**config.mk**
```make
export PLATFORM = sky130hd
export DESIGN_NAME = tscr_walker
export DESIGN_NICKNAME = d
export VERILOG_FILES = /design/src/rtl/tscr_pkg.sv /design/src/rtl/tscr_walker.sv
export SDC_FILE = /design/constraint.sdc
export NUM_CORES = 1
export LEC_CHECK = 0
export ABC_AREA = 1
export BUFFER_PORTS_ARGS = -buffer_cell sky130_fd_sc_hd__buf_2
export CORE_ASPECT_RATIO = 0.8
export CORE_UTILIZATION = 59
export DETAILED_ROUTE_END_ITERATION = 6
export PLACE_DENSITY_LB_ADDON = 0.12
export SYNTH_ARGS = -nofsm -noshare
export SYNTH_HDL_FRONTEND = slang
export SYNTH_SLANG_ARGS = --single-unit
```
**constraint.sdc**
```tcl
create_clock -name clk -period 3.5 [get_ports clk]
set_input_delay 0.175 -clock clk [delete_from_list [all_inputs] [get_ports clk]]
set_output_delay 0.175 -clock clk [all_outputs]
set_load 0.01 [all_outputs]
```
**src/rtl/tscr_pkg.sv**
```systemverilog
// Shared command codes and sequencer state type for the tile scroll column ring.
// No dependencies.
`default_nettype none
package tscr_pkg;

	localparam logic [1:0] CMD_WRITE  = 2'd0;
	localparam logic [1:0] CMD_INIT   = 2'd1;
	localparam logic [1:0] CMD_SCROLL = 2'd2;
	localparam logic [1:0] CMD_READ   = 2'd3;

	localparam int CODE_W  = 6;
	localparam int FRAME_W = 2;

	typedef enum logic {
		ST_IDLE,
		ST_WALK
	} walk_state_t;

endpackage
`default_nettype wire

```
**src/rtl/tscr_walker.sv**
```systemverilog
// Column refill sequencer: holds ring start, camera column and frame, and streams
// map columns into the ring one row per cycle. Depends on tscr_pkg.
`default_nettype none
module tscr_walker #(
	parameter int VIEW_COLS = 32,
	parameter int VIEW_ROWS = 24,
	parameter int MAP_COLS  = 256,
	parameter int MAP_ROWS  = 24
) (
	input  wire logic                                     clk,
	input  wire logic                                     arst_n,
	input  wire logic                                     go_init,
	input  wire logic                                     go_scroll,
	input  wire logic [15:0]                              cam_x,
	output logic                                          busy,
	output logic      [$clog2(VIEW_COLS)-1:0]             ring_start,
	output logic      [tscr_pkg::FRAME_W-1:0]             frame_sel,
	output logic                                          map_re,
	output logic      [$clog2(MAP_ROWS*MAP_COLS)-1:0]     map_raddr,
	input  wire logic [tscr_pkg::CODE_W-1:0]              map_rdata,
	output logic                                          ring_we,
	output logic      [$clog2(VIEW_ROWS*VIEW_COLS)-1:0]   ring_waddr,
	output logic      [tscr_pkg::CODE_W-1:0]              ring_wdata
);

	localparam int RCW       = $clog2(VIEW_COLS);
	localparam int MCW       = $clog2(MAP_COLS);
	localparam int RW        = (VIEW_ROWS > 1) ? $clog2(VIEW_ROWS) : 1;
	localparam int ICW       = $clog2(VIEW_COLS + 1);
	localparam int MAW       = $clog2(MAP_ROWS * MAP_COLS);
	localparam int RAW       = $clog2(VIEW_ROWS * VIEW_COLS);
	localparam int CAM_LIMIT = (MAP_COLS - VIEW_COLS) * 8;

	tscr_pkg::walk_state_t state_q, state_d;

	logic [RW-1:0]                  row_q;
	logic [ICW-1:0]                 icol_q;
	logic [MCW-1:0]                 sx_q;
	logic [MCW-1:0]                 tgt_q;
	logic [RCW-1:0]                 idx_q;
	logic [tscr_pkg::FRAME_W-1:0]   frame_q;
	logic                           init_q;

	logic                           we_s1;
	logic                           zero_s1;
	logic [RAW-1:0]                 waddr_s1;

	logic                           fwd;
	logic                           bwd;
	logic                           more;
	logic                           col_ok;
	logic                           row_in_map;
	logic                           last_row;
	logic                           issue;
	logic [MCW-1:0]                 mcol;
	logic [RCW-1:0]                 rcol;
	logic [RCW-1:0]                 idx_prev;
	logic [RCW-1:0]                 idx_next;
	logic [15:0]                    cam_clamped;

	always_comb begin
		fwd        = sx_q < tgt_q;
		bwd        = sx_q > tgt_q;
		idx_prev   = (idx_q == '0) ? RCW'(VIEW_COLS - 1) : idx_q - 1'b1;
		idx_next   = (32'(idx_q) == VIEW_COLS - 1) ? '0 : idx_q + 1'b1;
		row_in_map = 32'(row_q) < MAP_ROWS;
		last_row   = 32'(row_q) == VIEW_ROWS - 1;
		if (init_q) begin
			more   = 32'(icol_q) < VIEW_COLS;
			col_ok = 32'(icol_q) < MAP_COLS;
			mcol   = MCW'(32'(icol_q));
			rcol   = RCW'(icol_q);
		end else begin
			more   = fwd || bwd;
			col_ok = 1'b1;
			mcol   = fwd ? MCW'(32'(sx_q) + VIEW_COLS) : sx_q - 1'b1;
			rcol   = fwd ? idx_q : idx_prev;
		end
		cam_clamped = (32'(cam_x) > CAM_LIMIT) ? 16'(CAM_LIMIT) : cam_x;
	end

	always_comb begin
		state_d = state_q;
		unique case (state_q)
			tscr_pkg::ST_IDLE: begin
				if (go_init || go_scroll) begin
					state_d = tscr_pkg::ST_WALK;
				end
			end
			tscr_pkg::ST_WALK: begin
				if (!more) begin
					state_d = tscr_pkg::ST_IDLE;
				end
			end
			default: state_d = tscr_pkg::ST_IDLE;
		endcase
	end

	always_comb begin
		busy  = 1'b0;
		issue = 1'b0;
		unique case (state_q)
			tscr_pkg::ST_IDLE: begin
				busy = 1'b0;
			end
			tscr_pkg::ST_WALK: begin
				busy  = 1'b1;
				issue = more;
			end
			default: busy = 1'b0;
		endcase
	end

	always_ff @(posedge clk or negedge arst_n) begin
		if (!arst_n) begin
			state_q <= tscr_pkg::ST_IDLE;
			row_q   <= '0;
			icol_q  <= '0;
			sx_q    <= '0;
			tgt_q   <= '0;
			idx_q   <= '0;
			frame_q <= '0;
			init_q  <= 1'b0;
			we_s1   <= 1'b0;
		end else begin
			state_q <= state_d;
			we_s1   <= issue && col_ok;
			if (state_q == tscr_pkg::ST_IDLE && go_init) begin
				init_q  <= 1'b1;
				icol_q  <= '0;
				sx_q    <= '0;
				tgt_q   <= '0;
				idx_q   <= '0;
				frame_q <= '0;
				row_q   <= '0;
			end else if (state_q == tscr_pkg::ST_IDLE && go_scroll) begin
				init_q  <= 1'b0;
				frame_q <= cam_clamped[2:1];
				tgt_q   <= MCW'(cam_clamped >> 3);
				row_q   <= '0;
			end else if (issue && last_row) begin
				row_q <= '0;
				if (init_q) begin
					icol_q <= icol_q + 1'b1;
				end else if (fwd) begin
					sx_q  <= sx_q + 1'b1;
					idx_q <= idx_next;
				end else begin
					sx_q  <= sx_q - 1'b1;
					idx_q <= idx_prev;
				end
			end else if (issue) begin
				row_q <= row_q + 1'b1;
			end
		end
	end

	always_ff @(posedge clk) begin
		zero_s1  <= !row_in_map;
		waddr_s1 <= RAW'(32'(row_q) * VIEW_COLS + 32'(rcol));
	end

	assign map_re     = issue && col_ok && row_in_map;
	assign map_raddr  = MAW'(32'(row_q) * MAP_COLS + 32'(mcol));
	assign ring_we    = we_s1;
	assign ring_waddr = waddr_s1;
	assign ring_wdata = zero_s1 ? '0 : map_rdata;
	assign ring_start = idx_q;
	assign frame_sel  = frame_q;

endmodule
`default_nettype wire

```
# After elaboration in Yosys (flattened, before gate mapping)
# Index checks and enable logic that the tools add are counted.
[classes]
addsub = 9
order_cmp = 5
n_eq_ne = 4
mux = 38
bitwise = 1
n_reduce_logical = 14
[op_table]
columns = ["operator", "count"]
rows = [
  ["two-way mux 8 bit", 9],
  ["two-way mux 5 bit", 13],
  ["two-way mux 6 bit", 5],
  ["greater-than comparator 16 x 11 -> 1 bit (second input constant)", 1],
  ["adder 13 x 8 -> 13 bit", 1],
  ["two-way mux 11 bit", 1],
  ["adder 10 x 5 -> 10 bit", 1],
  ["adder 5 x 1 -> 5 bit (second input constant)", 2],
  ["equality test 5 bit (second input constant)", 2],
  ["adder 8 x 1 -> 8 bit (second input constant)", 1],
  ["adder 8 x 6 -> 8 bit (second input constant)", 1],
  ["greater-than comparator 8 bit", 1],
  ["less-than comparator 8 bit", 1],
  ["subtractor 8 x 1 -> 8 bit (second input constant)", 1],
  ["adder 6 x 1 -> 6 bit (second input constant)", 1],
  ["less-than comparator 6 bit (second input constant)", 1],
  ["two-way mux 1 bit", 6],
  ["AND reduction 3 bit", 2],
  ["nonzero test 2 bit", 3],
  ["logical NOT 5 bit", 1],
  ["less-than comparator 5 bit (second input constant)", 1],
  ["subtractor 5 x 1 -> 5 bit (second input constant)", 1],
  ["logical AND 1 bit", 4],
  ["two-way mux 2 bit", 2],
  ["other kinds (7)", 9],
]
[totals]
ff_bits = 48
input_bits = 26
output_inout_bits = 39

# Logic depth before layout (Yosys ltp)
[logic_depth]
word_depth = 8
mapped_depth = 15
depth_no_buf = 15

# Least setup slack after synthesis
# Ideal clock, no wire load.
[synth_path]
kind = "reg-to-output"
from = "reg sx_q[7]"
to = "out map_raddr[7]"
arrival_time_ps = 1655
required_ps = 3325
slack_ps = 1670
stages_incl_launch_ff = 9
cell_sequence = "dfrtp_1 -> ha_1 -> a21o_1 -> nor2_4 -> nand2_4 -> buf_6 -> nand3_1 -> nand2_1 -> a31oi_1"
[synth_between]
elab_chain_cells = 4
[synth_lines]
columns = ["element", "line_no", "text"]
rows = [
  ["start: declaration", "tscr_walker.sv:38", "logic [MCW-1:0] sx_q;"],
  ["start signal: assignment", "tscr_walker.sv:146", "sx_q <= sx_q + 1'b1;"],
  ["start signal: assignment", "tscr_walker.sv:149", "sx_q <= sx_q - 1'b1;"],
  ["subtractor 8 x 1 -> 8 bit (tied with other cells)", "tscr_walker.sv:76", "mcol = fwd ? MCW'(32'(sx_q) + VIEW_COLS) : sx_q - 1'b1;"],
  ["two-way mux 8 bit (*)", "tscr_walker.sv:76", ""],
  ["two-way mux 8 bit (*)", "tscr_walker.sv:68", "if (init_q) begin"],
  ["adder 13 x 8 -> 13 bit (*)", "tscr_walker.sv:164", "assign map_raddr = MAW'(32'(row_q) * MAP_COLS + 32'(mcol));"],
  ["end: declaration", "tscr_walker.sv:19", "output logic [$clog2(MAP_ROWS*MAP_COLS)-1:0] map_raddr,"],
]
# Every way passes the cells marked *; elsewhere a longest branch is shown, timed or not.

# Worst setup path in the final report
[layout_path]
from = "reg sx_q[3]"
to = "out map_raddr[4]"
# Same word-level chain as after synthesis.

==> run summary <==
Maximum clock rate: 395.2 MHz
First-pass GRT wire length: 11960 um
Fin Setup TNS: 0 ps
Fin. Hold Viols: 0
Synth area leaders: dfrtp_1 30%, nand2_1 13%, nand3_1 7.8%
Tot GR Track Use: 0.2902
PortBufs: 64
Longest Clk Path Bufs: 2
Pin count of the biggest net entering global routing: 38
Synthesized Nets: 465
Pwr dens: 818.9 nW/um^2
Vias: 2889
P_sw: 0.001432 W
CP endpoint kind: primary output
Placer Congestion: 0.9012
Register share of total power: 0.288
Combinational group share of total power: 0.589
Via density: 5.330
Worst Setup Start Kind: register
Clock skew: 4.142 ps
DIE WIDTH: 82.79 um
Root buffer cell: clkbuf_8
Layout cells sized above 1: 0.1875
Leakage: 1.938 nW
Critical-path top delay cell: dfrtp_1
Critical path launch point: sx_q[3]$_DFFE_PN0P_
Die H: 66.63 um
Synth area leader: dfrtp_1
Fin nets: 523
Worst flop-to-flop path startpoint: sx_q[3]$_DFFE_PN0P_
CTS tree: built
Core area: 5007 um^2
Max-cap viol count: 0
TritonCTS buffer count: 5
Area grow syn2layout: 13.69%
Final period utilization: 0.7229
Clk pin slew, worst setup/hold paths: 90 ps
Power, Total: 0.002868 W
Die area: 5516 um^2
WP data arrival: 2360 ps
Setup violators final: 0
ANT cells: 0
Vias in the first global route: 2595
Post-Route WL: 6988 um
Antenna viol nets, final: 0
DR DRC count: 0
Worst slew pin tran: 840.9 ps
Ys Warns: 0
Post-CTS Resized: 0
Switch share: 0.4992
Clk_lat worst skew: 300 ps
Mapped Cells: 421
HP Class: input pin to register
Worst path required time: 3320 ps
Peak supply drop: 0.0008213 V
Sequential area share after synthesis: 0.3721
Fillers: 440
Initial core utilization: 0.6152
Worst-path fanout max: 34
Max Slew Vio Count: 0
Routed len/inst: 12.89 um
Top-area cell type share of the netlist area: 0.3006
Core Rows: 23
Maximum level of the CTS H-tree: 2
Delay of the slowest critical-path stage: 490 ps
Initial antenna violation count: 0
Total gr overflow: 0
Mapped Area: 3080 um^2
Hold Crit Start: cam_x[6]
Rel. slew slack: 0.4394
Internal Pwr Total: 0.001436 W
Clock power share: 0.123
Most common cell on crit path: nand2_1
Sink Count: 48
Final Critical Period: 2530 ps
Hpwl dp: 5223 um
DR iter-0 viols: 187
Post-synthesis area per instance: 7.317 um^2
Sequence of cells on the critical path: ha_1 > nand2_1 > inv_1 > nand2_1 > nand2_1 > nand2_1 > nand2_4 > and2_1 > o22ai_1 > buf_2
Register bit total from synthesis: 48
Top Ports: 65
Status: finished clean
Detailed Routing Iterations Pass 1: 5
RSZ-0062 raised after global routing: no
CP Class: register to primary output
Yosys cell types: 34
[sequential cells by signal (all words and copies together), names as in the netlist, 2 cells and up]
| signal | cells |
|---|---|
| ring_waddr | 10 |
| icol_q | 6 |
| sx_q | 8 |
| ring_start | 5 |
| tgt_q | 8 |
| frame_sel | 2 |
| row_q | 5 |
[cells in the mapped netlist]
cell type and instances:
nand2_1 108, inv_1 52, nand3_1 48, nor2_1 40
dfrtp_1 37, o21ai_0 28, ha_1 18, dfxtp_1 11
xor2_1 11, o22ai_1 7, a21oi_1 6, buf_2 6
xnor2_1 6, clkbuf_1 5, o211ai_1 5, inv_2 4
nor3_1 4, buf_6 3, nand2_2 2, nand2_4 2
nand4_1 2, nand4_4 2, nor2_2 2, nor2_4 2
a21boi_0 1, a21o_1 1, a21oi_2 1, a31oi_1 1
and2_1 1, buf_4 1, clkinv_1 1, nor3_4 1
o21ai_1 1, or2_2 1
[power groups by stage]
stage          Clock (W)  Sequential [W]  Combinational [W]
6_report        0.000353        0.000825            0.00169
5_1_grt         0.000379        0.000848            0.00194
4_1_cts         0.000360        0.000824            0.00168
3_5_place_dp           0        0.000836            0.00167
3_3_place_gp           0        0.000829            0.00164
2_1_floorplan          0        0.000806            0.00133
[cell usage in the layout (no fill, tap or decap), types with 7 or more instances in the layout]
cell type,Yosys,final
nor2_1,40,40
dfxtp_1,11,11
buf_2,6,64
nand2_1,108,108
o22ai_1,7,7
ha_1,18,18
nand3_1,48,48
inv_1,52,52
dfrtp_1,37,37
o21ai_0,28,28
xor2_1,11,11
[path summary, 6_finish.rpt]
| check | endpoint | slack, ps | cells past startpoint |
|---|---|---|---|
| min in group asynchronous | icol_q[0]$_DFFE_PN0P_ | 500 | 2 |
| worst max register to register | sx_q[1]$_DFFE_PN0P_ | 1170 | 12 |
| worst min register to register | ring_waddr[6]$_DFF_P_ | 450 | 0 |
| worst max-delay path | map_raddr[4] | 970 | 10 |
| max in group asynchronous | tgt_q[3]$_DFFE_PN0P_ | 2470 | 2 |
| worst min-delay path | tgt_q[3]$_DFFE_PN0P_ | 130 | 3 |
[cells by family after synthesis]
group | after synthesis | synth area share
and+or+nand+nor | 215 | 0.3148
buffers and inverters | 72 | 0.09870
AOI/OAI and AO/OA | 51 | 0.09302
DFF | 48 | 0.3721
adders and majority gates | 18 | 0.07311
xor gates and xnor gates | 17 | 0.04833
[cell type report]
class	count	area, um^2	share of cell area
Sequential cell	48	1146	0.3273
Tap cell	62	77.57	0.02215
Timing Repair Buffer	66	337.8	0.09646
Inverter	57	214.0	0.06109
Clock inverter	2	13.76	0.003930
Clock buffer	6	82.58	0.02358
Multi-Input combinational cell	301	1630	0.4655
[critical path: cells and delay by family (launching register included)]
| kind | cells | cell delay [ps] |
|---|---|---|
| DFF | 1 | 490 |
| buffers and inverters | 2 | 210 |
| and+or+nand+nor | 6 | 790 |
| AOI/OAI and AO/OA | 1 | 190 |
| adders and majority gates | 1 | 350 |
[timing repair]
action,in CTS,in global routing
setup endpoints to repair,0,0
buffers inserted,0,0
hold buffers,1,0
hold endpoints to repair,37,0
[layer usage]
metal  track usage  part of all wire
met3       0.05068             0.072
met5             0                 0
met1        0.4094              0.47
met4       0.09483             0.014
met2        0.4467              0.45
[through the flow]
stage	worst slack, ps	hold WS (ps)	util	area, um^2	std cells
2_1_floorplan	1670	-120.6	-	3080	421
3_3_place_gp	1317	312.3	0.6782	3396	533
3_5_place_dp	1207	323.2	0.6782	3396	533
4_1_cts	971.1	127.9	0.6994	3502	542
5_1_grt	752.1	143.5	0.6994	3502	542
6_report	969.9	132.9	0.6994	3502	542
Note: power is estimated with default switching activity, not from simulation.
